$ cat config.mk
export PLATFORM = sky130hd
export DESIGN_NAME = cpc_rotator
export DESIGN_NICKNAME = d
export VERILOG_FILES = /design/src/hdl/cpc_pkg.sv /design/src/hdl/cpc_rotator.sv
export SDC_FILE = /design/constraint.sdc
export NUM_CORES = 1
export LEC_CHECK = 0
export BUFFER_PORTS_ARGS = -buffer_cell sky130_fd_sc_hd__buf_4
export CAP_MARGIN = 5
export CORE_UTILIZATION = 50
export CTS_CLUSTER_SIZE = 30
export DETAILED_ROUTE_END_ITERATION = 10
export GPL_TIMING_DRIVEN = 0
export HOLD_SLACK_MARGIN = 0.05
export PLACE_DENSITY = 0.73
export REMOVE_ABC_BUFFERS = 1
export SYNTH_ARGS = -nofsm -noshare
export SYNTH_HDL_FRONTEND = slang
export SYNTH_SLANG_ARGS = --single-unit
$ cat constraint.sdc
create_clock -name aclk -period 11.3 [get_ports aclk]
set_clock_uncertainty 0.05 [all_clocks]
set_input_delay 2.26 -clock aclk [delete_from_list [all_inputs] [get_ports aclk]]
set_output_delay 2.26 -clock aclk [all_outputs]
set_load 0.05 [all_outputs]
$ cat src/hdl/cpc_pkg.sv
`timescale 1ns / 1ps
// ----------------------------------------------------------------------------
// cpc_pkg
// types, constants and the arctangent table shared by the converter modules
// ----------------------------------------------------------------------------
package cpc_pkg;

    // datapath widths
    localparam int XY_W   = 52;   // vector components, units of 2^-32
    localparam int Z_W    = 36;   // angle accumulator, units of 2^-30
    localparam int R_W    = 33;   // radius after optional negation
    localparam int XR_W   = 35;   // rounded magnitude before gain
    localparam int GAIN_W = 30;
    localparam int PROD_W = XR_W + GAIN_W;
    localparam int TABLE_LEN = 30;

    // operation codes
    localparam logic [1:0] KIND_POLAR = 2'd0;
    localparam logic [1:0] KIND_RECT  = 2'd1;
    localparam logic [1:0] KIND_UNIT  = 2'd2;
    localparam logic [1:0] KIND_NONE  = 2'd3;

    // fixed constants
    localparam logic [GAIN_W-1:0] GAIN_Q30 = 30'd652032874;
    localparam logic signed [Z_W-1:0] PI30      = 36'sd3373259426;
    localparam logic signed [Z_W-1:0] HALF_PI30 = 36'sd1686629713;
    localparam logic signed [33:0]    PI29_IN   = 34'sd1686629713;
    localparam logic signed [33:0]    PI30_IN   = 34'sd3373259426;
    localparam logic signed [34:0]    PI29_OUT  = 35'sd1686629713;

    typedef struct packed {
        logic [1:0]         kind;
        logic signed [31:0] first_operand;
        logic signed [31:0] second_operand;
    } cpc_in_t;

    typedef struct packed {
        logic signed [31:0] first_result;
        logic signed [31:0] second_result;
        logic               saturated;
    } cpc_out_t;

    // one request in flight through the rotation pipeline
    typedef struct packed {
        logic                   vec;       // vectoring (rect to polar)
        logic                   zero_out;  // origin or unused kind
        logic signed [XY_W-1:0] x;
        logic signed [XY_W-1:0] y;
        logic signed [Z_W-1:0]  z;
    } lane_t;

    // atan(2^-idx) in units of 2^-30
    function automatic logic signed [Z_W-1:0] atan_entry(input int unsigned idx);
        logic signed [Z_W-1:0] v;
        case (idx)
            0:  v = 36'sh03243F6A8;
            1:  v = 36'sh01DAC6705;
            2:  v = 36'sh00FADBAFC;
            3:  v = 36'sh007F56EA6;
            4:  v = 36'sh003FEAB76;
            5:  v = 36'sh001FFD55B;
            6:  v = 36'sh000FFFAAA;
            7:  v = 36'sh0007FFF55;
            8:  v = 36'sh0003FFFEA;
            9:  v = 36'sh0001FFFFD;
            10: v = 36'sh000100000;
            11: v = 36'sh000080000;
            12: v = 36'sh000040000;
            13: v = 36'sh000020000;
            14: v = 36'sh000010000;
            15: v = 36'sh000008000;
            16: v = 36'sh000004000;
            17: v = 36'sh000002000;
            18: v = 36'sh000001000;
            19: v = 36'sh000000800;
            20: v = 36'sh000000400;
            21: v = 36'sh000000200;
            22: v = 36'sh000000100;
            23: v = 36'sh000000080;
            24: v = 36'sh000000040;
            25: v = 36'sh000000020;
            26: v = 36'sh000000010;
            27: v = 36'sh000000008;
            28: v = 36'sh000000004;
            29: v = 36'sh000000002;
            default: v = '0;
        endcase
        return v;
    endfunction

endpackage

$ cat src/hdl/cpc_rotator.sv
`timescale 1ns / 1ps
// ----------------------------------------------------------------------------
// cpc_rotator
// one registered micro-rotation of the cordic pipeline
// ----------------------------------------------------------------------------
module cpc_rotator #(
    parameter int STAGE = 0
) (
    input  logic           aclk,
    input  logic           aresetn,
    input  logic           en,
    input  logic           in_valid,
    input  cpc_pkg::lane_t lane_in,
    output logic           out_valid,
    output cpc_pkg::lane_t lane_out
);

    logic                            valid_reg;
    cpc_pkg::lane_t                  lane_reg;
    cpc_pkg::lane_t                  lane_next;
    logic                            ccw;
    logic signed [cpc_pkg::XY_W-1:0] xs;
    logic signed [cpc_pkg::XY_W-1:0] ys;
    logic signed [cpc_pkg::Z_W-1:0]  at;

    always_comb begin
        // rotation drives z to zero, vectoring drives y to zero
        ccw = lane_in.vec ? (lane_in.y <= 0) : (lane_in.z >= 0);
        xs  = lane_in.x >>> STAGE;
        ys  = lane_in.y >>> STAGE;
        at  = cpc_pkg::atan_entry(STAGE);
        lane_next = lane_in;
        if (ccw) begin
            lane_next.x = lane_in.x - ys;
            lane_next.y = lane_in.y + xs;
            lane_next.z = lane_in.z - at;
        end else begin
            lane_next.x = lane_in.x + ys;
            lane_next.y = lane_in.y - xs;
            lane_next.z = lane_in.z + at;
        end
    end

    always_ff @(posedge aclk) begin
        if (!aresetn) begin
            valid_reg <= 1'b0;
        end else if (en) begin
            valid_reg <= in_valid;
        end
    end

    always_ff @(posedge aclk) begin
        if (en) begin
            lane_reg <= lane_next;
        end
    end

    assign out_valid = valid_reg;
    assign lane_out  = lane_reg;

endmodule

== Word level (Yosys, flattened, before mapping) ==
Cells that the tools add are included.
Storage, ports and cells
  bits in registers: 143
  logic and storage cells: 15
  input bits: 146
Operators by class
  muxes and demuxes: 2
  $lt $le $gt $ge: 2
  add/subtract/negate cells: 5
Operators by type and width (number)
  two-way mux 140 bit: 1
  subtractor 52 bit: 2
  adder 52 bit: 1
  less-or-equal comparator 52 x 1 -> 1 bit (second input constant): 1
  adder 36 x 31 -> 36 bit (second input constant): 1
  >= comparator 36 x 1 -> 1 bit (second input constant): 1
  subtractor 36 x 31 -> 36 bit (second input constant): 1
  two-way mux 1 bit: 1

== Logic depth before layout (Yosys ltp) ==
Gate-level depths: netlist of the first run.
  depth in word-level cells: 3
  depth in mapped cells: 19

== Worst setup path after synthesis of the first run ==
OpenSTA, ideal clock, no wires.
  path kind: input to register
  from: input lane_in[36] in the netlist's numbering
  to: register lane_reg, in the netlist lane_out[28] (data pin)
  path buffers: 3
  cell stages on the path: 18
  arrival: 7.018 ns
  setup time: 0.259 ns
  required time: 10.991 ns
  path slack: 3.973 ns
  cells stage by stage: nor4_1 > nand4_1 > o41ai_1 > mux2_2 > clkbuf_1 > clkbuf_1 > buf_1 > ha_1 > a21o_1 > a21oi_1 > o21ai_1 > a31oi_1 > o21ai_1 > a221o_1 > a2111o_1 > a31o_2 > a21oi_1 > xnor2_1
RTL lines
  start: declaration: line cpc_rotator.sv:13  | input cpc_pkg::lane_t lane_in,
  end signal: assignment: line cpc_rotator.sv:54  | lane_reg <= lane_next;
  end: declaration: line cpc_rotator.sv:19  | cpc_pkg::lane_t lane_reg;

==> results of run 1 <==
[registers in the layout (all words and copies together), names as in the netlist]
register and flops:
lane_out 141, out_valid 1
[cell families after synthesis]
| logic type | after synthesis |
|---|---|
| AO/OA/AOI/OAI | 668 |
| XOR/XNOR | 129 |
| adder cells (fa/ha/maj) | 189 |
| buffers and inverters | 257 |
| flip-flops | 142 |
| multiplexers | 31 |
| AND/OR/NAND/NOR | 471 |
[cell usage in the layout, fill, tap and decap left out, drive strengths merged, types with 6 or more instances in the layout]
cell type and n:
and3 6, clkinv 8, or2 9, nor2 164, xor2 18, o21bai 50
mux2i 30, and2 6, or3 8, buf 291, edfxtp 141, nor3 30
a2111oi 7, nand3 32, o31a 6, o221ai 8, nand2 102, a21oi 247
a31oi 20, inv 173, o21a 15, a21boi 13, nand2b 9, a211o 10
nand4 34, o211ai 17, a211oi 19, o21ai 138, and4 7, nor4 24
o31ai 23, xnor2 111, nor2b 27, clkbuf 21, ha 185, a21o 44
[layer usage]
layer | global-route usage (%) | routed length (um) | up-vias
li1 | - | - | 7321
met1 | 46.7 | 24300 | 7463
met2 | 53.5 | 24500 | 783
met3 | 6.71 | 4930 | 130
met4 | 16.2 | 2460 | 2
met5 | 0 | 10 | -
[path summary, 6_finish.rpt]
kind                       end  cells after the start        start  slack, ps
setup / recovery  lane_out[28]                     16  lane_in[43]       3290
setup reg to reg     out_valid                      2    out_valid      10640
hold reg to reg      out_valid                      2    out_valid        500
hold / removal       out_valid                      2    out_valid        500
[cell type report]
cell class	count	area [um^2]
timing repair buffer	291	2250
fill	2695	12000
multi-input combinational	1488	10200
clock buffer	21	460
inverter	175	659
clock inverter	11	188
tap	396	495
sequential	142	4250
[metrics by stage]
step	std cells	TNS (ps)
finish	2524	0
CTS	2524	0
global placement	2489	-172
detailed placement	2492	0
floorplan	1805	0
global route	2524	0
[report_power, final]
part           switching, mW  leakage (nW)  internal, mW
registers             0.0318          1.39         0.711
clock network          0.230         0.321         0.402
logic                  0.879          6.46         0.412
[critical path, delay by kind of cell]
family | cells | cell delay [ps]
AOI/OAI and AO/OA | 9 | 3200
xor gates and xnor gates | 1 | 80
adders and majority gates | 1 | 450
buffers and inverters | 2 | 490
muxes | 1 | 550
and+or+nand+nor | 2 | 1090
==> results.toml, run 1 <==
[cells_and_area]
final_nets = 2450
layout-drive-gt1-share_pct = 16.1
synthToLayoutAreaGrowth_pct = 19.9
antenna_cells = 0
fin_util_pct = 60.8
final_area_um2 = 18600

[timing]
period_needed_ps = 8010
rsz0062_at_grt = "no"
hold_slack_ps = 502
slew_viol_final = 0
hold_violations = 0
setup_viol = 0
period_share_pct = 70.9
worstMarginPinSlew_ps = 1060
fmaxAchievable_ghz = 0.125
fin_ws_ps = 3290
maxSlewHeadroom_pct = 29.0

[yosys]
ys_types = 79
synthSimpleGateAreaFrac_pct = 14.5
ys_seq_area_share_pct = 27.5
syn_area_um2 = 15500
ys_async_sr_fraction_pct = 0
synth.most_common_cell = "a21oi_1"
synth_compound_area_share_pct = 26.9
ys_seq_elements = 142
synthMuxAreaShare_pct = 2.01
syn_area_per_cell_um2 = 8.20
synthFlopType = "edfxtp_1"
synth_xor_area_share_pct = 7.30
yosysTopAreaCell = "edfxtp_1"
ys_warn_count = 0
netlist.area_leader.share_pct = 27.4
synth_common_cells = "a21oi_1, ha_1, inv_1, nor2_1, edfxtp_1"
synth_edf_count = 141
synth_fa_ha_area_share_pct = 15.5
syn_inst = 1887
synth_top_family_by_area = "compound AO/OA/AOI/OAI gates"
synth_area_leaders = "edfxtp_1, ha_1, a21oi_1"

[clock_tree]
ctsResizeCount = 0
cts.htree.levels = 4
clk_pin_slew_worst_paths_ps = 60
clock_path_buffers = 2
cts_tree = "built"
cts_sinks = 142
cts_setup_buffers = 0
cts_buffers = 17
hold_buffers = 0
clock_latency_ps = 440
clock-root-buffer = "clkbuf_16"

[detailed_routing]
first_pass_iters = 6
drc = 0
via_count = 15699
wl_per_cell_um = 22.3
vias_per_cell = 6.22
wl_um = 56200
first_iter_violations = 1485
postRouteAntennaNets = 0

[power_and_ir_drop]
finalPower_mw = 2.67
ir_drop_mv = 0.112
p_leak_nw = 8.16
p_per_area_nw_per_um2 = 144

[grt]
grt_pass1_vias = 14695
grt_pass1_wl_um = 83600
grt_overflow = 0
grt_max_degree = 105
antenna_found_initial = 2
grt_usage_pct = 34.7

[die]
die_h_um = 178
num_io_pins = 289
start_util_pct = 50.7
fp.dieArea_um2 = 31700
die_w_um = 178
core_area_um2 = 30500
placementRows = 64

[critical_path]
crit_fanout = 56
end_kind = "flip-flop"
cpPeakStageDelay_ps = 850
critPathSlowestCell = "o41ai_1"
start_kind = "primary input"
worstPathCellList = "buf_4, nor4_1, nand4_1, o41ai_1, mux2_4, inv_4, ha_1, a21oi_1, o21ai_1, a31oi_1, o21ai_1, a221o_1, a2111o_1, a31o_2, a21oi_1, xnor2_1"
cp.required_ps = 11440
cp.arrival_ps = 8150
worst-setup-path-type = "in2reg"

[placed_design]
io_buffers = 288
dp_slack_ps = 3040
hpwl_um = 44800
gp_congestion = 0.967
placed_area_um2 = 17900

[status]
status = "finished clean"

[hold_path]
hold_path_class = "reg2reg"

[job]
drv_cap = 0
No activity file was read; power rests on OpenSTA's default activity.
==> run 2: changes to the inputs <==
Settings changed: PLACE_DENSITY 0.73 to 0.76.
Clock period 11.3 ns to 6.8 ns, I/O delays scaled along.
==> results.toml, run 2 (same netlist as run 1, synthesis figures left out) <==
[status]
status = "finished clean"

[power_and_ir_drop]
finalPower_mw = 4.38
ir_drop_mv = 0.170
p_per_area_nw_per_um2 = 236
p_leak_nw = 8.17

[grt]
grt_pass1_wl_um = 84900
antenna_found_initial = 0
grt_use_met2_pct = 55.7
grt_pass1_vias = 14472
grt_max_degree = 92
grt_usage_pct = 35.5
grt_util_met1_pct = 49.9
busiest_layer = "met2"
grt_use_met3_pct = 5.38
grt_overflow = 0

[critical_path]
crit_fanout = 44
start_kind = "primary input"
cp.required_ps = 6950
cp.arrival_ps = 6650
end_kind = "flip-flop"
worst-setup-path-type = "in2reg"

[timing]
fmaxAchievable_ghz = 0.154
fin_ws_ps = 300
worstMarginPinSlew_ps = 1060
maxSlewHeadroom_pct = 29.2
setup_viol = 0
setup_tns_ps = 0
period_share_pct = 95.6
rsz0062_at_grt = "no"
hold_violations = 0
period_needed_ps = 6500
slew_viol_final = 0
hold_slack_ps = 494

[placed_design]
gp_congestion = 0.993
dp_slack_ps = -627
hpwl_um = 45100
io_buffers = 288

[cells_and_area]
synthToLayoutAreaGrowth_pct = 19.9
mostFrequentLayoutCells = "buf_4, a21oi_1, ha_1, inv_1, nor2_1"
largest_reg_flops = 141
multi_input_area_um2 = 10300
layout-drive-gt1-share_pct = 16.2
antenna_cells = 0
final_common_cell = "buf_4"
fillers = 2722
final_nets = 2453
regArea_um2 = 4250

[detailed_routing]
first_iter_violations = 1592
first_pass_iters = 6
vias_per_cell = 6.24
postRouteAntennaNets = 0
wl_per_cell_um = 22.6
wl_um = 57200
drc = 0
via_count = 15777

[die]
core_area_um2 = 30500
die_w_um = 178
die_h_um = 178
num_io_pins = 289
start_util_pct = 50.7
fp.dieArea_um2 = 31700
placementRows = 64

[job]
drv_cap = 0

[clock_tree]
cts_sinks = 142
hold_buffers = 0
cts.htree.levels = 4
clock-root-buffer = "clkbuf_16"
clk_pin_slew_worst_paths_ps = 60
cts_buffers = 17
clock_path_buffers = 2
cts_tree = "built"
clock_latency_ps = 450

[hold_path]
hold_path_class = "reg2reg"
run 2: repair_timing:
action	CTS	global route
endpoints found under the setup margin	4	1
cloned	0	1
gates resized for setup	2	1
pin swaps	1	2
setup buffers	0	2
run 2: path summary, 6_finish.rpt:
check                           slack [ps]  depth (start not counted)        start      endpoint
worst max-delay path                   300                         16  lane_in[43]  lane_out[28]
worst min-delay path                   490                          2    out_valid     out_valid
worst max register to register        6140                          2    out_valid     out_valid
worst min register to register         490                          2    out_valid     out_valid
run 2: power by group:
group	internal (mW)	leakage (nW)	switching [mW]
Clock	0.595	0.290	0.396
Combinational	0.686	6.49	1.47
Sequential	1.18	1.39	0.0530
run 2: per-layer routing:
layer,vias up,routed length [um]
met5,-,0
met4,0,1390
met3,83,5180
met2,852,25600
met1,7517,25000
li1,7325,-
run 2: layout make-up:
| type | instances | share of cell area (%) |
|---|---|---|
| sequential | 142 | 22.9 |
| inverter | 175 | 3.55 |
| multi-input combinational | 1489 | 55.4 |
| tap | 396 | 2.67 |
| clock buffer | 22 | 2.50 |
| clock inverter | 10 | 0.742 |
| timing repair buffer | 293 | 12.2 |
run 2: stage by stage:
step	instances	instance area [um^2]	utilization, %
final	2527	18600	60.8
after global placement	2489	17800	58.4
after global routing	2527	18600	60.8
after CTS	2524	18500	60.7
after detailed placement	2492	17900	58.7
after floorplan	1805	15200	-
run 2: critical path, stage by stage:
cell and delay [ps]:
buf_4 130, nor4_2 450, nand4_1 490, o41ai_4 550, mux2_4 410, inv_4 280, ha_1 420, a21oi_1 270
o21ai_1 170, a31oi_1 420, o21ai_1 260, a221o_1 410, a2111o_1 460, a31o_2 250, a21oi_1 190, xnor2_1 110
